<file path="config.mk">
export PLATFORM = sky130hd
export DESIGN_NAME = smp_scan
export DESIGN_NICKNAME = d
export VERILOG_FILES = /design/src/sv/smp_pkg.sv /design/src/sv/smp_scan.sv
export SDC_FILE = /design/constraint.sdc
export NUM_CORES = 1
export LEC_CHECK = 0
export BUFFER_PORTS_ARGS = -buffer_cell sky130_fd_sc_hd__buf_2
export CAP_MARGIN = 30
export CORE_MARGIN = 4
export CORE_UTILIZATION = 54
export DETAILED_ROUTE_END_ITERATION = 6
export PLACE_DENSITY = 0.75
export SYNTH_ARGS = -nofsm -noshare
export SYNTH_HDL_FRONTEND = slang
export SYNTH_SLANG_ARGS = --single-unit
</file>
<file path="constraint.sdc">
create_clock -name clk -period 9.5 [get_ports clk]
set_input_delay 1.9 -clock clk [delete_from_list [all_inputs] [get_ports clk]]
set_output_delay 1.9 -clock clk [all_outputs]
set_load 0.02 [all_outputs]
</file>
<file path="src/sv/smp_pkg.sv">
// Shared types, constants and helpers for the streaming max pooling block.
package smp_pkg;

  localparam int SampleW     = 16;
  localparam int MaxWidthDef = 1024;
  localparam int MaxStride   = 8;
  localparam int MaxHeight   = 1024;
  localparam int MaxChannels = 512;
  localparam int RecipShift  = 16;
  localparam int RecipW      = RecipShift + 1;

  localparam int CfgIndexW = 2;
  localparam int CfgDataW  = 11;

  localparam logic [3:0]  StrideRst   = 4'd2;
  localparam logic [10:0] InWidthRst  = 11'd32;
  localparam logic [10:0] InHeightRst = 11'd32;
  localparam logic [9:0]  ChannelsRst = 10'd1;

  // Start value of a running maximum: most negative Q8.8 code.
  localparam logic signed [SampleW-1:0] MostNegative = 16'sh8000;

  typedef enum logic [CfgIndexW-1:0] {
    CFG_STRIDE    = 2'd0,
    CFG_IN_WIDTH  = 2'd1,
    CFG_IN_HEIGHT = 2'd2,
    CFG_CHANNELS  = 2'd3
  } cfg_idx_t;

  // Where the current sample sits inside its window and frame.
  typedef struct packed {
    logic phase_zero;    // first column of a window row
    logic row_phase_nz;  // not the first row of a window
    logic win_col_end;   // last column of a window row
    logic win_row_end;   // last row of a window
    logic frame_last;    // last sample of the last channel
  } pos_t;

  // ceil(2^16 / s) for s = 1..8; floor(n * recip >> 16) == n / s for n < 8192.
  function automatic logic [RecipW-1:0] recip(input logic [3:0] s);
    logic [RecipW-1:0] r;
    case (s)
      4'd1:    r = 17'd65536;
      4'd2:    r = 17'd32768;
      4'd3:    r = 17'd21846;
      4'd4:    r = 17'd16384;
      4'd5:    r = 17'd13108;
      4'd6:    r = 17'd10923;
      4'd7:    r = 17'd9363;
      4'd8:    r = 17'd8192;
      default: r = 17'd65536;
    endcase
    return r;
  endfunction

endpackage

</file>
<file path="src/sv/smp_scan.sv">
// Raster position counters, window phases and line store column address.
module smp_scan #(
  parameter int MAX_WIDTH = smp_pkg::MaxWidthDef,
  localparam int WW = $clog2(MAX_WIDTH + 1),
  localparam int CW = $clog2(MAX_WIDTH)
) (
  input  logic          clk,
  input  logic          rst_n,
  input  logic          advance,
  input  logic [3:0]    stride_eff,
  input  logic [WW-1:0] width_eff,
  input  logic [10:0]   height_eff,
  input  logic [9:0]    chan_eff,
  output smp_pkg::pos_t pos,
  output logic [CW-1:0] out_col
);

  localparam int PW = CW + smp_pkg::RecipW;

  logic [CW-1:0] col_r, col_nxt;
  logic [9:0]    row_r, row_nxt;
  logic [8:0]    chan_r, chan_nxt;
  logic [2:0]    cph_r, cph_nxt;
  logic [2:0]    rph_r, rph_nxt;
  logic          col_last, row_last, chan_last, wce, wre;
  logic [PW-1:0] prod;

  assign col_last  = ((CW+1)'(col_r) + (CW+1)'(1)) >= (CW+1)'(width_eff);
  assign row_last  = (11'(row_r) + 11'd1) >= height_eff;
  assign chan_last = (10'(chan_r) + 10'd1) >= chan_eff;
  assign wce = ((4'(cph_r) + 4'd1) >= stride_eff) || col_last;
  assign wre = ((4'(rph_r) + 4'd1) >= stride_eff) || row_last;

  assign pos.phase_zero   = (cph_r == 3'd0);
  assign pos.row_phase_nz = (rph_r != 3'd0);
  assign pos.win_col_end  = wce;
  assign pos.win_row_end  = wre;
  assign pos.frame_last   = col_last && row_last && chan_last;

  // Output column = column / stride, by reciprocal multiply.
  assign prod    = PW'(col_r) * PW'(smp_pkg::recip(stride_eff));
  assign out_col = prod[smp_pkg::RecipShift +: CW];

  always_comb begin
    col_nxt  = col_r;
    row_nxt  = row_r;
    chan_nxt = chan_r;
    cph_nxt  = cph_r;
    rph_nxt  = rph_r;
    if (col_last) begin
      col_nxt = '0;
      cph_nxt = '0;
      rph_nxt = wre ? 3'd0 : rph_r + 3'd1;
      if (row_last) begin
        row_nxt  = '0;
        rph_nxt  = '0;
        chan_nxt = chan_last ? 9'd0 : chan_r + 9'd1;
      end else begin
        row_nxt = row_r + 10'd1;
      end
    end else begin
      col_nxt = col_r + CW'(1);
      cph_nxt = wce ? 3'd0 : cph_r + 3'd1;
    end
  end

  always_ff @(posedge clk) begin
    if (!rst_n) begin
      col_r  <= '0;
      row_r  <= '0;
      chan_r <= '0;
      cph_r  <= '0;
      rph_r  <= '0;
    end else if (advance) begin
      col_r  <= col_nxt;
      row_r  <= row_nxt;
      chan_r <= chan_nxt;
      cph_r  <= cph_nxt;
      rph_r  <= rph_nxt;
    end
  end

endmodule

</file>
==> results of run 1 <==
[path summary, 6_finish.rpt]
path,slack [ns],cells past startpoint,startpoint,endpoint
worst min-delay path,0.48,2,row_r[1],row_r[1]
worst max register to register,5.18,12,col_r[1],row_r[0]
worst max-delay path,0.07,26,stride_eff[0],out_col[9]
worst min register to register,0.48,2,row_r[1],row_r[1]
[metrics by stage]
step                      cell area (um2)  hold slack, ns  worst slack (ns)  std cells  total power (uW)
after global routing                 9220           0.502            -0.220       1199               423
after detailed placement             8730           0.469            -0.388       1187               237
final                                9220           0.478            0.0718       1199               404
after floorplan                      7830           0.449            0.0747        918               202
after CTS                            8950           0.476           0.00571       1196               399
after global placement               8700           0.464            -0.218       1186               234
[flip-flops by register name, summed over array words and instances, names as in the netlist]
register,flops
chan_r,9
col_r,10
row_r,10
rph_r,3
cph_r,3
[cell type report]
type	instances	area [um2]
Multi-Input combinational cell	674	6580
Fill cell	1162	4830
Timing Repair Buffer	129	907
Sequential cell	35	701
Inverter	173	664
Tap cell	180	225
Clock buffer	5	125
Clock inverter	3	15.0
[power groups by stage]
stage | clock, uW | sequential (uW) | combinational (uW)
2_1_floorplan | 0 | 153 | 48.6
3_3_place_gp | 0 | 156 | 77.7
3_5_place_dp | 0 | 156 | 80.8
4_1_cts | 162 | 153 | 84.0
5_1_grt | 168 | 154 | 101
6_report | 161 | 154 | 90.0
[repair_timing]
item,4_1_cts,5_1_grt
buffers inserted,0,3
pin swaps,14,41
endpoints found under the setup margin,8,9
cloned,1,0
gates resized for setup,25,71
[routing by layer]
layer  vias up  share of wire [%]  GRT usage (%)
li1       3148                  -              -
met5         -                  0              0
met2       198                 49           38.0
met1      3180                 43           32.2
met4         0                2.3           5.31
met3        36                5.1           2.62
[critical path, stage by stage]
cell and delay [ns]:
buf_6 0.12, ha_4 0.16, nand2_2 0.09, buf_4 0.14, a21oi_2 0.05, buf_4 0.15
buf_4 0.16, and2_1 0.18, fa_2 0.56, fa_2 0.47, fa_2 0.41, fa_1 0.51
inv_1 0.06, fa_1 0.53, inv_1 0.05, ha_1 0.28, nand4_1 0.13, o21bai_1 0.10
a211oi_2 0.24, buf_4 0.15, o31ai_4 0.09, a31oi_4 0.27, nor3_2 0.07, a2111oi_2 0.33
xnor2_1 0.17, buf_4 0.16
[cells in the mapped netlist (6+ instances only)]
cell      number
nor2_1        18
fa_1         112
xor2_1        19
or3_1          6
a21oi_1       52
nand3_1       25
nand2b_1      14
and2_1        54
nand2_1      100
clkbuf_1      30
xnor2_1       25
and3_1        20
o21ai_0       14
nor2b_1        7
nand4b_1       6
ha_1         113
nand4_1        8
a21o_1        19
dfxtp_1       35
inv_1        171
nand3b_1       6
o22ai_1        6
[cell families after synthesis]
logic type | Yosys count
adder cells (fa/ha/maj) | 225
multiplexers | 1
flip-flops | 35
AO/OA/AOI/OAI | 126
buffers and inverters | 210
AND/OR/NAND/NOR | 277
XOR/XNOR | 44
==> results.cfg, run 1 <==
[outcome]
status = complete, no violations

[power]
p_leak_uw = 0.00513
power_frac_comb_pct = 22.3
p_sw_share_pct = 29.3
p_per_area_nw_per_um2 = 43.9
switching_power_uw = 119
intPower_uw = 286
max-vdd-ir-drop_mv = 0.0574
seq_power_share_pct = 38.0
p_clk_share_pct = 39.7

[global_route]
globalRouteTotalUtil_pct = 22.9
grt_max_degree = 27
grt_pass1_vias = 6428
grt_overflow = 0
grt_pass1_wl_um = 31000
antenna_found_initial = 0

[cells_and_area]
final_common_cell = inv_1
area_delta_synth_final_pct = 17.7
drive_above_1_share_pct = 20.0
final_cell_mix = 164 x inv_1, 107 x ha_1, 106 x fa_1
fin_util_pct = 65.6
final_nets = 1282
antenna_cells = 0

[worst_setup_path]
worst_setup_path_start_kind = input pin
critPathMaxFanout = 6
critical_path_class = input pin to primary output
end_kind = primary output
cp_data_arrival_time_ns = 7.53
cp.required_ns = 7.60

[logic_synthesis]
synth.area.top_cells = fa_1 29%, ha_1 18%, dfxtp_1 8.9%
synth_top_family_by_area = adder cells
synth_edf_count = 0
synth.distinct_cells = 55
avgSynthCellArea_um2 = 8.53
yosys.area_share.simple_pct = 18.4
netlist.area_leader.share_pct = 28.6
synthesis.area_um2 = 7830
async_flop_share_pct = 0
yosysTopAreaCell = fa_1
synth_cells = 918
ys.flop_type = dfxtp_1
synth-xor-area-share_pct = 4.92
synthAdderAreaFrac_pct = 46.7
synth-seq-area-share_pct = 8.95
ys_warn_count = 0
ys_ff_latch = 35
synth_mux_area_share_pct = 0.128
synth_compound_area_share_pct = 10.5
synth_nets = 1182

[clock_network]
cts_root_buf = clkbuf_16
clockBufferDepth = 2
cts_tree = yes
clk_latency_ns = 0.28
clock_sinks = 35
htreeDepth = 2
clkSlewWorstSetupHoldPaths_ns = 0.05
cts_hold_buf = 0
cts_made_buffers = 5

[timing]
relSlewSlack_pct = 47.1
fmax_ghz = 0.106
skew_ns = 0.00414
finalCriticalPeriod_ns = 9.43
rsz0062_at_grt = true
layout_worst_path_cycle_share_pct = 99.2
worstMarginPinSlew_ns = 0.792
tns_ns = 0
finalSetupViolations = 0
report.final.slew_viol_count = 0
hold_viol_final = 0

[floorplanning]
die_h_um = 128
dieArea_um2 = 16500
die_w_um = 128
coreArea_um2 = 14000
rows = 43
io_pins = 54
start_util_pct = 55.8

[route]
vias = 6562
wirelength_um = 18600
drt_first_pass_iters = 5
ant_nets = 0
vias_per_cell = 5.47
wl_per_cell_um = 15.5
drt_iter0_drc = 495
drc = 0

[hold_path]
worst_hold_path_type = flop to flop

[place]
port_buffers = 53
dp_hpwl_um = 14800
gp_congestion = 0.949

[flow_run]
cap_violations = 0
No activity file was read; power rests on OpenSTA's default activity.
==> run 2, diff against run 1 <==
--- a/config.mk
+++ b/config.mk
@@ -5,6 +5,7 @@
 export SDC_FILE = /design/constraint.sdc
 export NUM_CORES = 1
 export LEC_CHECK = 0
+export ABC_AREA = 1
 export BUFFER_PORTS_ARGS = -buffer_cell sky130_fd_sc_hd__buf_2
 export CAP_MARGIN = 30
 export CORE_MARGIN = 4
==> results.cfg, run 2 <==
[route]
drt_first_pass_iters = 5
ant_nets = 0
wirelength_um = 20900
wl_per_cell_um = 14.7
drc = 0
drt_iter0_drc = 499
vias_per_cell = 5.18
vias = 7370

[logic_synthesis]
synth.distinct_cells = 43
yosysMostFrequentCell = inv_1
synth_mux_area_share_pct = 0
ys.flop_type = dfxtp_1
synth_compound_area_share_pct = 7.60
synthesis.area_um2 = 8360
ys_ff_latch = 35
synth_nets = 1442
synth_edf_count = 0
synth-seq-area-share_pct = 8.38
synth-xor-area-share_pct = 2.72
synth_common_cells = 262 x inv_1, 254 x nand2_1, 155 x nor2_1, 113 x ha_1, 112 x fa_1
avgSynthCellArea_um2 = 7.10
yosysTopAreaCell = fa_1
synth.area.top_cells = fa_1 27%, ha_1 17%, inv_1 12%
synth_top_family_by_area = adder cells
netlist.area_leader.share_pct = 26.8
synthAdderAreaFrac_pct = 43.7
yosys.area_share.simple_pct = 24.2
synth_cells = 1178
async_flop_share_pct = 0
ys_warn_count = 0

[global_route]
grt_overflow = 0
globalRouteTotalUtil_pct = 24.3
antenna_found_initial = 0
grt_pass1_vias = 7257
grt_max_degree = 23
grt_pass1_wl_um = 35100

[floorplanning]
die_w_um = 132
dieArea_um2 = 17500
io_pins = 54
rows = 45
die_h_um = 132
coreArea_um2 = 15200
start_util_pct = 55.0

[cells_and_area]
final_area_um2 = 9040
multi_input_area_um2 = 6580
drive_above_1_share_pct = 8.91
regArea_um2 = 701
biggestRegsByFlops = col_r x10, row_r x10, chan_r x9
antenna_cells = 0
final_nets = 1497
final_cell_mix = 261 x inv_1, 252 x nand2_1, 153 x nor2_1
stdcell_count = 1422
area_delta_synth_final_pct = 8.19
final_common_cell = inv_1
fin_util_pct = 59.5
fill_cells = 1465

[worst_setup_path]
cp_data_arrival_time_ns = 7.23
cp.required_ns = 7.60
end_kind = primary output
critical_path_class = input pin to primary output
critPathMaxFanout = 6
worst_setup_path_start_kind = input pin

[place]
dp_cells = 1413
dpl_cell_area_um2 = 8860
dp_hpwl_um = 18000
gp_congestion = 0.986
port_buffers = 53

[timing]
relSlewSlack_pct = 49.4
report.final.slew_viol_count = 0
layout_worst_path_cycle_share_pct = 96.1
finalCriticalPeriod_ns = 9.13
tns_ns = 0
worstMarginPinSlew_ns = 0.757
finalSetupViolations = 0
rsz0062_at_grt = false
skew_ns = 0.00401
fmax_ghz = 0.109
hold_viol_final = 0

[clock_network]
htreeDepth = 2
cts_root_buf = clkbuf_16
clockBufferDepth = 2
clk_latency_ns = 0.28
cts_tree = yes
clkSlewWorstSetupHoldPaths_ns = 0.05
clock_sinks = 35
cts_made_buffers = 5

[power]
max-vdd-ir-drop_mv = 0.0668
p_per_area_nw_per_um2 = 43.7
p_leak_uw = 0.00528
power_uw = 396

[outcome]
status = complete, no violations

[flow_run]
cap_violations = 0

[hold_path]
worst_hold_path_type = flop to flop
-- run 2: power breakdown --
| part | leakage, uW | total (uW) | switching, uW | internal [uW] |
|---|---|---|---|---|
| logic | 0.00493 | 84.9 | 55.0 | 29.9 |
| registers | 0.000283 | 151 | 2.86 | 148 |
| clock network | 0.0000669 | 159 | 62.7 | 96.7 |
| total | 0.00528 | 396 | 121 | 275 |
-- run 2: what timing repair did --
item	in CTS	in global routing
hold buffers	0	0
endpoints found under the hold margin	0	0
resized for setup	0	12
setup endpoints to repair	0	7
setup buffers	0	1
-- run 2: worst paths after layout --
kind                               startpoint    endpoint  slack (ns)  cells past startpoint
worst max register to register       col_r[0]    row_r[4]        6.01                     16
worst min-delay path                 row_r[7]    row_r[7]        0.48                      2
worst min register to register       row_r[7]    row_r[7]        0.48                      2
worst max-delay path            stride_eff[0]  out_col[5]        0.37                     25
-- run 2: final cells by class --
class                      count  share of cell area, %
timing repair buffer          66                   4.01
clock inverter                 2                  0.138
sequential                    35                   7.75
inverter                     274                   11.4
tap                          188                   2.60
clock buffer                   6                   1.42
multi-input combinational    851                   72.7
-- run 2: logic make-up (layout without fill, tap and decap cells) --
family                     count (synthesis)  in the layout
and+or+nand+nor                          487            487
DFF                                       35             35
AOI/OAI and AO/OA                        113            113
xor gates and xnor gates                  26             26
buffers and inverters                    292            348
adders and majority gates                225            225
-- run 2: stage by stage --
step	hold WS [ns]	setup WS, ns
finish	0.482	0.366
global route	0.506	0.0213
CTS	0.483	0.165
detailed placement	0.474	0.184
global placement	0.471	0.259
floorplan	0.454	0.838
-- run 2: layer usage --
metal  track usage [%]  up-vias  part of all wire, %
met3              5.10       23                  7.5
met1              34.9     3433                   46
li1                  -     3687                    -
met5                 0        -                    0
met2              38.5      227                   45
met4              4.39        0                  1.6
-- run 2: worst max-delay path, stage by stage --
cell and delay, ns:
buf_2 0.14, ha_1 0.22, nand3_1 0.31, inv_1 0.22, nand2_1 0.10, fa_1 0.53, inv_1 0.05, fa_1 0.50
inv_1 0.05, fa_1 0.47, inv_1 0.05, fa_1 0.53, inv_1 0.08, fa_1 0.50, inv_1 0.04, ha_1 0.33
a21oi_1 0.20, inv_1 0.06, a21oi_1 0.25, nor2_1 0.09, nor3_1 0.22, o21ai_0 0.12, nand2_1 0.07, nand2_1 0.05
buf_2 0.16
