`src/sv/smp_pkg.sv`:
```
// Shared types, constants and helpers for the streaming max pooling block.
package smp_pkg;

  localparam int SampleW     = 16;
  localparam int MaxWidthDef = 1024;
  localparam int MaxStride   = 8;
  localparam int MaxHeight   = 1024;
  localparam int MaxChannels = 512;
  localparam int RecipShift  = 16;
  localparam int RecipW      = RecipShift + 1;

  localparam int CfgIndexW = 2;
  localparam int CfgDataW  = 11;

  localparam logic [3:0]  StrideRst   = 4'd2;
  localparam logic [10:0] InWidthRst  = 11'd32;
  localparam logic [10:0] InHeightRst = 11'd32;
  localparam logic [9:0]  ChannelsRst = 10'd1;

  // Start value of a running maximum: most negative Q8.8 code.
  localparam logic signed [SampleW-1:0] MostNegative = 16'sh8000;

  typedef enum logic [CfgIndexW-1:0] {
    CFG_STRIDE    = 2'd0,
    CFG_IN_WIDTH  = 2'd1,
    CFG_IN_HEIGHT = 2'd2,
    CFG_CHANNELS  = 2'd3
  } cfg_idx_t;

  // Where the current sample sits inside its window and frame.
  typedef struct packed {
    logic phase_zero;    // first column of a window row
    logic row_phase_nz;  // not the first row of a window
    logic win_col_end;   // last column of a window row
    logic win_row_end;   // last row of a window
    logic frame_last;    // last sample of the last channel
  } pos_t;

  // ceil(2^16 / s) for s = 1..8; floor(n * recip >> 16) == n / s for n < 8192.
  function automatic logic [RecipW-1:0] recip(input logic [3:0] s);
    logic [RecipW-1:0] r;
    case (s)
      4'd1:    r = 17'd65536;
      4'd2:    r = 17'd32768;
      4'd3:    r = 17'd21846;
      4'd4:    r = 17'd16384;
      4'd5:    r = 17'd13108;
      4'd6:    r = 17'd10923;
      4'd7:    r = 17'd9363;
      4'd8:    r = 17'd8192;
      default: r = 17'd65536;
    endcase
    return r;
  endfunction

endpackage

```
`src/sv/smp_cfg_regs.sv`:
```
// Configuration registers with range clamping of the effective values.
module smp_cfg_regs #(
  parameter int MAX_WIDTH = smp_pkg::MaxWidthDef,
  localparam int WW = $clog2(MAX_WIDTH + 1)
) (
  input  logic                          clk,
  input  logic                          rst_n,
  input  logic                          cfg_we,
  input  logic [smp_pkg::CfgIndexW-1:0] cfg_index,
  input  logic [smp_pkg::CfgDataW-1:0]  cfg_data,
  output logic [3:0]                    stride_eff,
  output logic [WW-1:0]                 width_eff,
  output logic [10:0]                   height_eff,
  output logic [9:0]                    chan_eff
);

  localparam int WCW = (WW > 11) ? WW : 11;

  logic [3:0]  stride_r;
  logic [10:0] in_width_r;
  logic [10:0] in_height_r;
  logic [9:0]  channels_r;
  logic [WCW-1:0] width_ext;

  always_ff @(posedge clk) begin
    if (!rst_n) begin
      stride_r    <= smp_pkg::StrideRst;
      in_width_r  <= smp_pkg::InWidthRst;
      in_height_r <= smp_pkg::InHeightRst;
      channels_r  <= smp_pkg::ChannelsRst;
    end else if (cfg_we) begin
      case (smp_pkg::cfg_idx_t'(cfg_index))
        smp_pkg::CFG_STRIDE:    stride_r    <= cfg_data[3:0];
        smp_pkg::CFG_IN_WIDTH:  in_width_r  <= cfg_data[10:0];
        smp_pkg::CFG_IN_HEIGHT: in_height_r <= cfg_data[10:0];
        smp_pkg::CFG_CHANNELS:  channels_r  <= cfg_data[9:0];
        default: ;
      endcase
    end
  end

  assign width_ext = WCW'(in_width_r);

  // Zero acts as one, oversize acts as the maximum.
  always_comb begin
    if (stride_r == 4'd0)                     stride_eff = 4'd1;
    else if (stride_r > 4'(smp_pkg::MaxStride)) stride_eff = 4'(smp_pkg::MaxStride);
    else                                      stride_eff = stride_r;

    if (in_width_r == 11'd0)                  width_eff = WW'(1);
    else if (width_ext > WCW'(MAX_WIDTH))     width_eff = WW'(MAX_WIDTH);
    else                                      width_eff = WW'(width_ext);

    if (in_height_r == 11'd0)                 height_eff = 11'd1;
    else if (in_height_r > 11'(smp_pkg::MaxHeight)) height_eff = 11'(smp_pkg::MaxHeight);
    else                                      height_eff = in_height_r;

    if (channels_r == 10'd0)                  chan_eff = 10'd1;
    else if (channels_r > 10'(smp_pkg::MaxChannels)) chan_eff = 10'(smp_pkg::MaxChannels);
    else                                      chan_eff = channels_r;
  end

endmodule

```
`config.mk`:
```
export PLATFORM = sky130hd
export DESIGN_NAME = smp_cfg_regs
export DESIGN_NICKNAME = d
export VERILOG_FILES = /design/src/sv/smp_pkg.sv /design/src/sv/smp_cfg_regs.sv
export SDC_FILE = /design/constraint.sdc
export NUM_CORES = 1
export LEC_CHECK = 0
export ABC_AREA = 1
export BUFFER_PORTS_ARGS = -buffer_cell sky130_fd_sc_hd__buf_2
export CORE_ASPECT_RATIO = 0.9
export CORE_MARGIN = 2
export CORE_UTILIZATION = 41
export CTS_CLUSTER_SIZE = 24
export DETAILED_ROUTE_END_ITERATION = 8
export HOLD_SLACK_MARGIN = 0.08
export MAX_ROUTING_LAYER = met4
export PLACE_DENSITY = 0.66
export SLEW_MARGIN = 20
export SYNTH_ARGS = -nofsm -noshare
export SYNTH_HDL_FRONTEND = slang
export SYNTH_SLANG_ARGS = --single-unit
```
`constraint.sdc`:
```
create_clock -name clk -period 0.8 [get_ports clk]
set_input_delay 0.04 -clock clk [delete_from_list [all_inputs] [get_ports clk]]
set_output_delay 0.04 -clock clk [all_outputs]
set_load 0.01 [all_outputs]
```
==> flow_metrics.tcl, run 1 <==
set metrics [dict create \
    synth_nets 258 \
    grt_pass1_wl_um 7950 \
    p_per_area_nw_per_um2 1700 \
    drt_iter0_drc 88 \
    core_sq_um 3810 \
    cts-buffers-inserted 5 \
    power.total_uw 4790 \
    multi_input_area_sq_um 990 \
    yosysSeqAreaShare 0.433 \
    cp_slowest_cell "dfxtp_2" \
    crit_fanout 2 \
    drt_wl_total_um 4820 \
    criticalPathCategory "reg2out" \
    r2r_cells 4 \
    root_buffer "clkbuf_8" \
    layout_commonest_cell "buf_2" \
    report.final.slew_viol_count 0 \
    finalSetupViolCount 36 \
    cts.sink_count 36 \
    startpoint_type "flip-flop" \
    cp_top_family "flip-flops" \
    clockBufferDepth 2 \
    dieArea_sq_um 4590 \
    rr_startpoint "in_width_r[8]$_SDFFE_PN0P_" \
    power_leakage_uw 0.00126 \
    clkLatencyLatePin_ns 0.29 \
    min_from "cfg_data[3]" \
    postSynthAreaPerCell_sq_um 6.88 \
    vias 1816 \
    vdd_drop_max_uv 1030 \
    ff_latch_area_sq_um 764 \
    post_drt_via_cell_ratio 4.87 \
    max_cap_violations 0 \
    outcome "finished with violations" \
    finalSetupTns_ns -15.85 \
    dp_hpwl_um 3120 \
    worstPathRequired_ns 0.76 \
    rsz0062_at_grt "true" \
    cts_tree "yes" \
    fin_crit_sh 1.79 \
    ys_types 18 \
    row_count 21 \
    fill_cells 286 \
    critical_path.cell_chain "nor2_4, nand3_4, buf_4, o21ai_1, nand2_1, inv_2, buf_2" \
    worst_pin_slew_ns 0.315 \
    cp.arrival_ns 1.39 \
    violations "negative setup slack" \
    numPortBuffers 51 \
    r2r_end "in_width_r[8]$_SDFFE_PN0P_" \
    grt_pass1_vias 1729 \
    syn-cell-area_sq_um 1670 \
    antenna_found_initial 0 \
    syn_to_final_growth_pct 69.5 \
    die_w_um 71.2 \
    overflow 0 \
    drt_first_pass_iters 4 \
    avgRoutedWirePerCell_um 12.9 \
    drive_gt1_frac 0.575 \
    postRouteAntennaNets 0 \
    slew_headroom 0.789 \
    grt_max_degree 37 \
    gp_congestion 0.848 \
    remaining_drc_errors 0 \
    path_clk_slew_ns 0.07 \
    fin_ws_ns -0.634 \
    fmax_mhz 697 \
    endpoint_kind "output pin" \
    htreeDepth 2 \
    start_util 0.437 \
    skew_ns 0 \
    synth-seq-cells 36 \
    syn_inst 242 \
    layout.nets 342 \
    regToRegSetupSlack_ns 0.02 \
    crit_buf_inv 3 \
    mostFrequentLayoutCells "buf_2 (37), inv_1 (32), a21oi_1 (29), dfxtp_2 (29), nor2_4 (24)" \
    hold_class "in2reg" \
    hold_viol_final 0 \
    max_stage_delay_ns 0.33 \
    grt_usage 0.224 \
    yosysWarnings 0 \
    antenna_cells 0 \
    startpoint "in_height_r[7]$_SDFFE_PN0P_" \
    boundaryPins 52 \
    fin_crit_ns 1.43 \
    die_h_um 64.5 \
    hold_path_depth 3 \
    hold_path_end "in_height_r[3]$_SDFFE_PN0P_" \
]
-- stage by stage --
stage | hold slack, ns | util | cells | cell area (sq um) | worst slack (ns)
6_report | 0.0785 | 0.741 | 373 | 2820 | -0.634
5_1_grt | 0.0942 | 0.741 | 373 | 2820 | -0.721
4_1_cts | 0.0831 | 0.704 | 370 | 2680 | -0.597
3_5_place_dp | 0.319 | 0.585 | 348 | 2230 | -0.300
3_3_place_gp | 0.315 | 0.585 | 348 | 2230 | -0.267
2_1_floorplan | 0.143 | - | 242 | 1800 | -0.111
-- power breakdown --
group          leakage, uW  switching [uW]  internal, uW  total [uW]
registers         0.000306            83.2          1900        1980
clock network    0.0000645             666          1100        1770
logic             0.000891             539           497        1040
-- per-layer routing --
| metal | global-route usage | vias to the layer above | part of all wire |
|---|---|---|---|
| met5 | - | - | 0 |
| met4 | 0.0849 | 0 | 0.013 |
| met3 | 0.0389 | 5 | 0.034 |
| met2 | 0.370 | 48 | 0.50 |
| met1 | 0.275 | 830 | 0.45 |
| li1 | - | 933 | - |
-- final cells by class --
cell class / count / area share
Clock buffer: 7 / 0.0341
Clock inverter: 1 / 0.0106
Inverter: 42 / 0.0567
Multi-Input combinational cell: 152 / 0.351
Sequential cell: 36 / 0.271
Tap cell: 46 / 0.0204
Timing Repair Buffer: 89 / 0.257
-- worst max path at each step --
stage	slack [ns]	cells after the start	endpoint
5_1_grt	-0.72	7	height_eff[0]
4_1_cts	-0.60	7	height_eff[4]
3_5_place_dp	-0.30	6	width_eff[1]
6_report	-0.63	7	height_eff[0]
2_1_floorplan	-0.11	5	width_eff[1]
3_3_place_gp	-0.27	6	height_eff[2]
-- repair_timing --
action	4_1_cts	5_1_grt
setup buffers	7	4
hold endpoints to repair	10	0
endpoints found under the setup margin	36	45
cloned	0	0
gates resized for setup	55	43
pin swaps	19	18
hold buffers	8	0
-- worst min-delay path, stage by stage --
cell	delay, ns
buf_2	0.12
o21ai_1	0.07
a21oi_1	0.10
-- cell families after synthesis --
| group | synth area share |
|---|---|
| and+or+nand+nor | 0.203 |
| AOI/OAI and AO/OA | 0.222 |
| buffers and inverters | 0.143 |
| DFF | 0.433 |
-- cell usage after synthesis (all sizes together) --
| library cell | instances | share of area |
|---|---|---|
| dfxtp | 36 | 0.43 |
| nand2 | 20 | 0.048 |
| inv | 42 | 0.095 |
| nand3 | 10 | 0.033 |
| nor3 | 2 | 0.0060 |
| o21ai | 34 | 0.11 |
| o211ai | 3 | 0.014 |
| a21oi | 33 | 0.099 |
| clkbuf | 4 | 0.0090 |
| buf | 8 | 0.039 |
| nor2 | 50 | 0.12 |
-- sequential cells by signal, indices dropped and copies added (netlist names) --
register / cells
in_height_r: 11
in_width_r: 11
stride_r: 4
channels_r: 10
(Power assumes the default switching activity.)
==> run 2: changes to the inputs <==
--- a/config.mk
+++ b/config.mk
@@ -6,15 +6,15 @@
 export NUM_CORES = 1
 export LEC_CHECK = 0
 export ABC_AREA = 1
-export BUFFER_PORTS_ARGS = -buffer_cell sky130_fd_sc_hd__buf_2
 export CORE_ASPECT_RATIO = 0.9
 export CORE_MARGIN = 2
-export CORE_UTILIZATION = 41
+export CORE_UTILIZATION = 55
 export CTS_CLUSTER_SIZE = 24
 export DETAILED_ROUTE_END_ITERATION = 8
+export DONT_BUFFER_PORTS = 1
 export HOLD_SLACK_MARGIN = 0.08
 export MAX_ROUTING_LAYER = met4
-export PLACE_DENSITY = 0.66
+export PLACE_DENSITY = 0.7
 export SLEW_MARGIN = 20
 export SYNTH_ARGS = -nofsm -noshare
 export SYNTH_HDL_FRONTEND = slang
==> flow_metrics.tcl, run 2 (same netlist as run 1, synthesis figures left out) <==
set metrics [dict create \
    outcome "finished with violations" \
    violations "negative hold slack, negative setup slack" \
    path_clk_slew_ns 0.11 \
    numPortBuffers 0 \
    cts.sink_count 36 \
    htreeDepth 2 \
    max_cap_violations 0 \
    top_regs "in_height_r x11, in_width_r x11, channels_r x10" \
    crit_buf_inv 0 \
    rsz0062_at_grt "true" \
    clockBufferDepth 2 \
    r2r_end "channels_r[8]$_SDFFE_PN0P_" \
    skew_ns 0 \
    root_buffer "clkbuf_4" \
    grt_max_degree 37 \
    worstPathRequired_ns 0.76 \
    gp_congestion 0.800 \
    hold_path_end "channels_r[0]$_SDFFE_PN1P_" \
    report.final.slew_viol_count 0 \
    startpoint_type "flip-flop" \
    regToRegSetupSlack_ns 0.04 \
    mostFrequentLayoutCells "a21oi_1 (30), inv_1 (29), nor2_4 (28)" \
    fill_cells 190 \
    holdWs_ns -0.214 \
    antenna_cells 0 \
    crit_fanout 9 \
    layout.nets 273 \
    start_util 0.592 \
    critical_path.cell_chain "nor2_2, nand3_2, nor2_4, nor2_4, nor2_2" \
    hold_class "in2reg" \
    row_count 18 \
    rr_startpoint "channels_r[8]$_SDFFE_PN0P_" \
    vdd_drop_max_uv 1310 \
    grt_pass1_wl_um 6780 \
    remaining_drc_errors 0 \
    dieArea_sq_um 3480 \
    p_per_area_nw_per_um2 1680 \
    cp_slowest_cell "dfxtp_2" \
    fin_ws_ns -0.591 \
    drive_gt1_frac 0.496 \
    drt_iter0_drc 63 \
    drt_first_pass_iters 4 \
    postRouteAntennaNets 0 \
    die_h_um 56.2 \
    cts_tree "yes" \
    syn_to_final_growth_pct 34.2 \
    boundaryPins 52 \
    min_from "rst_n" \
    grt_usage 0.273 \
    finalSetupViolCount 36 \
    power.total_uw 3760 \
    power_leakage_uw 0.000870 \
    grt_pass1_vias 1481 \
    core_sq_um 2820 \
    overflow 0 \
    fin_crit_sh 1.74 \
    endpoint_kind "output pin" \
    clkLatencyLatePin_ns 0.34 \
    fmax_mhz 719 \
    die_w_um 62 \
    hold_viol_final 36 \
    antenna_found_initial 0 \
    cp.arrival_ns 1.35 \
    hold_path_depth 1 \
    dp_hpwl_um 2970 \
    slew_headroom 0.694 \
    drt_wl_total_um 4280 \
    layout_commonest_cell "a21oi_1" \
    max_stage_delay_ns 0.36 \
    post_drt_via_cell_ratio 5.19 \
    criticalPathCategory "reg2out" \
    fin_crit_ns 1.39 \
    preCtsSetupSlack_ns -0.214 \
    path_depth 5 \
    avgRoutedWirePerCell_um 14.4 \
    cts-buffers-inserted 5 \
    cp_top_family "simple AND/OR/NAND/NOR gates" \
    r2r_cells 4 \
    worst_pin_slew_ns 0.457 \
    vias 1548 \
]
-- run 2: changes by cell type in the layout (fill, tap and decap cells not counted), moves of 4 or more --
cell,delta
buf_6,-12
clkbuf_8,-6
dlygate4sd3_1,-8
o21ai_1,-8
buf_4,-8
nor2_4,+4
o21ai_0,+8
buf_2,-37
buf_12,-4
inv_2,+4
clkbuf_4,+5
-- run 2: per-stage QoR --
step / area [sq um] / instances / hold WS (ns) / util / TNS, ns
final: 2230 / 298 / -0.214 / 0.794 / -15.61
after global routing: 2230 / 298 / -0.243 / 0.794 / -18.38
after CTS: 2180 / 298 / -0.225 / 0.773 / -15.63
after detailed placement: 1890 / 286 / 0.135 / 0.671 / -4.20
after global placement: 1890 / 286 / 0.130 / 0.671 / -3.62
after floorplan: 1800 / 242 / 0.143 / - / -2.05
-- run 2: how the worst max path moves through the flow --
stage,start,endpoint,slack [ns]
after detailed placement,in_width_r[6]$_SDFFE_PN0P_,width_eff[1],-0.21
after global routing,in_width_r[7]$_SDFFE_PN0P_,width_eff[0],-0.67
final,in_height_r[2]$_SDFFE_PN0P_,height_eff[7],-0.59
after CTS,in_height_r[6]$_SDFFE_PN0P_,height_eff[7],-0.57
after global placement,in_width_r[6]$_SDFFE_PN0P_,width_eff[9],-0.19
after floorplan,in_width_r[6]$_SDFFE_PN0P_,width_eff[1],-0.11
-- run 2: final cells by class --
class	count	area, sq um	share of cell area
tap	40	50.0	0.0224
clock buffer	7	55.1	0.0246
clock inverter	1	7.51	0.00336
inverter	42	158	0.0705
sequential	36	762	0.341
multi-input combinational	152	1020	0.456
timing repair buffer	20	184	0.0823
-- run 2: repair_timing --
item / 4_1_cts / 5_1_grt
endpoints found under the hold margin: 36 / 36
pin swaps: 14 / 13
buffers inserted: 5 / 1
gates cloned: 0 / 0
gates resized for setup: 64 / 21
endpoints found under the setup margin: 36 / 38
-- run 2: power breakdown --
group,internal (uW),total (uW),switching (uW)
clock,431,1060,627
sequential,1900,1970,73.2
combinational,287,732,444
-- run 2: layer usage --
metal,global-route usage,wire length (um),vias to the layer above
met4,0.0973,77,0
met3,0.0930,218,8
met2,0.409,2120,42
met1,0.337,1870,706
li1,-,-,792
met5,-,0,-
-- run 2: worst reg2reg max path, delay by kind of cell (launching register included) --
| kind | cells | cell delay (ns) |
|---|---|---|
| buffers and inverters | 3 | 0.27 |
| DFF | 1 | 0.34 |
| AOI/OAI and AO/OA | 1 | 0.10 |
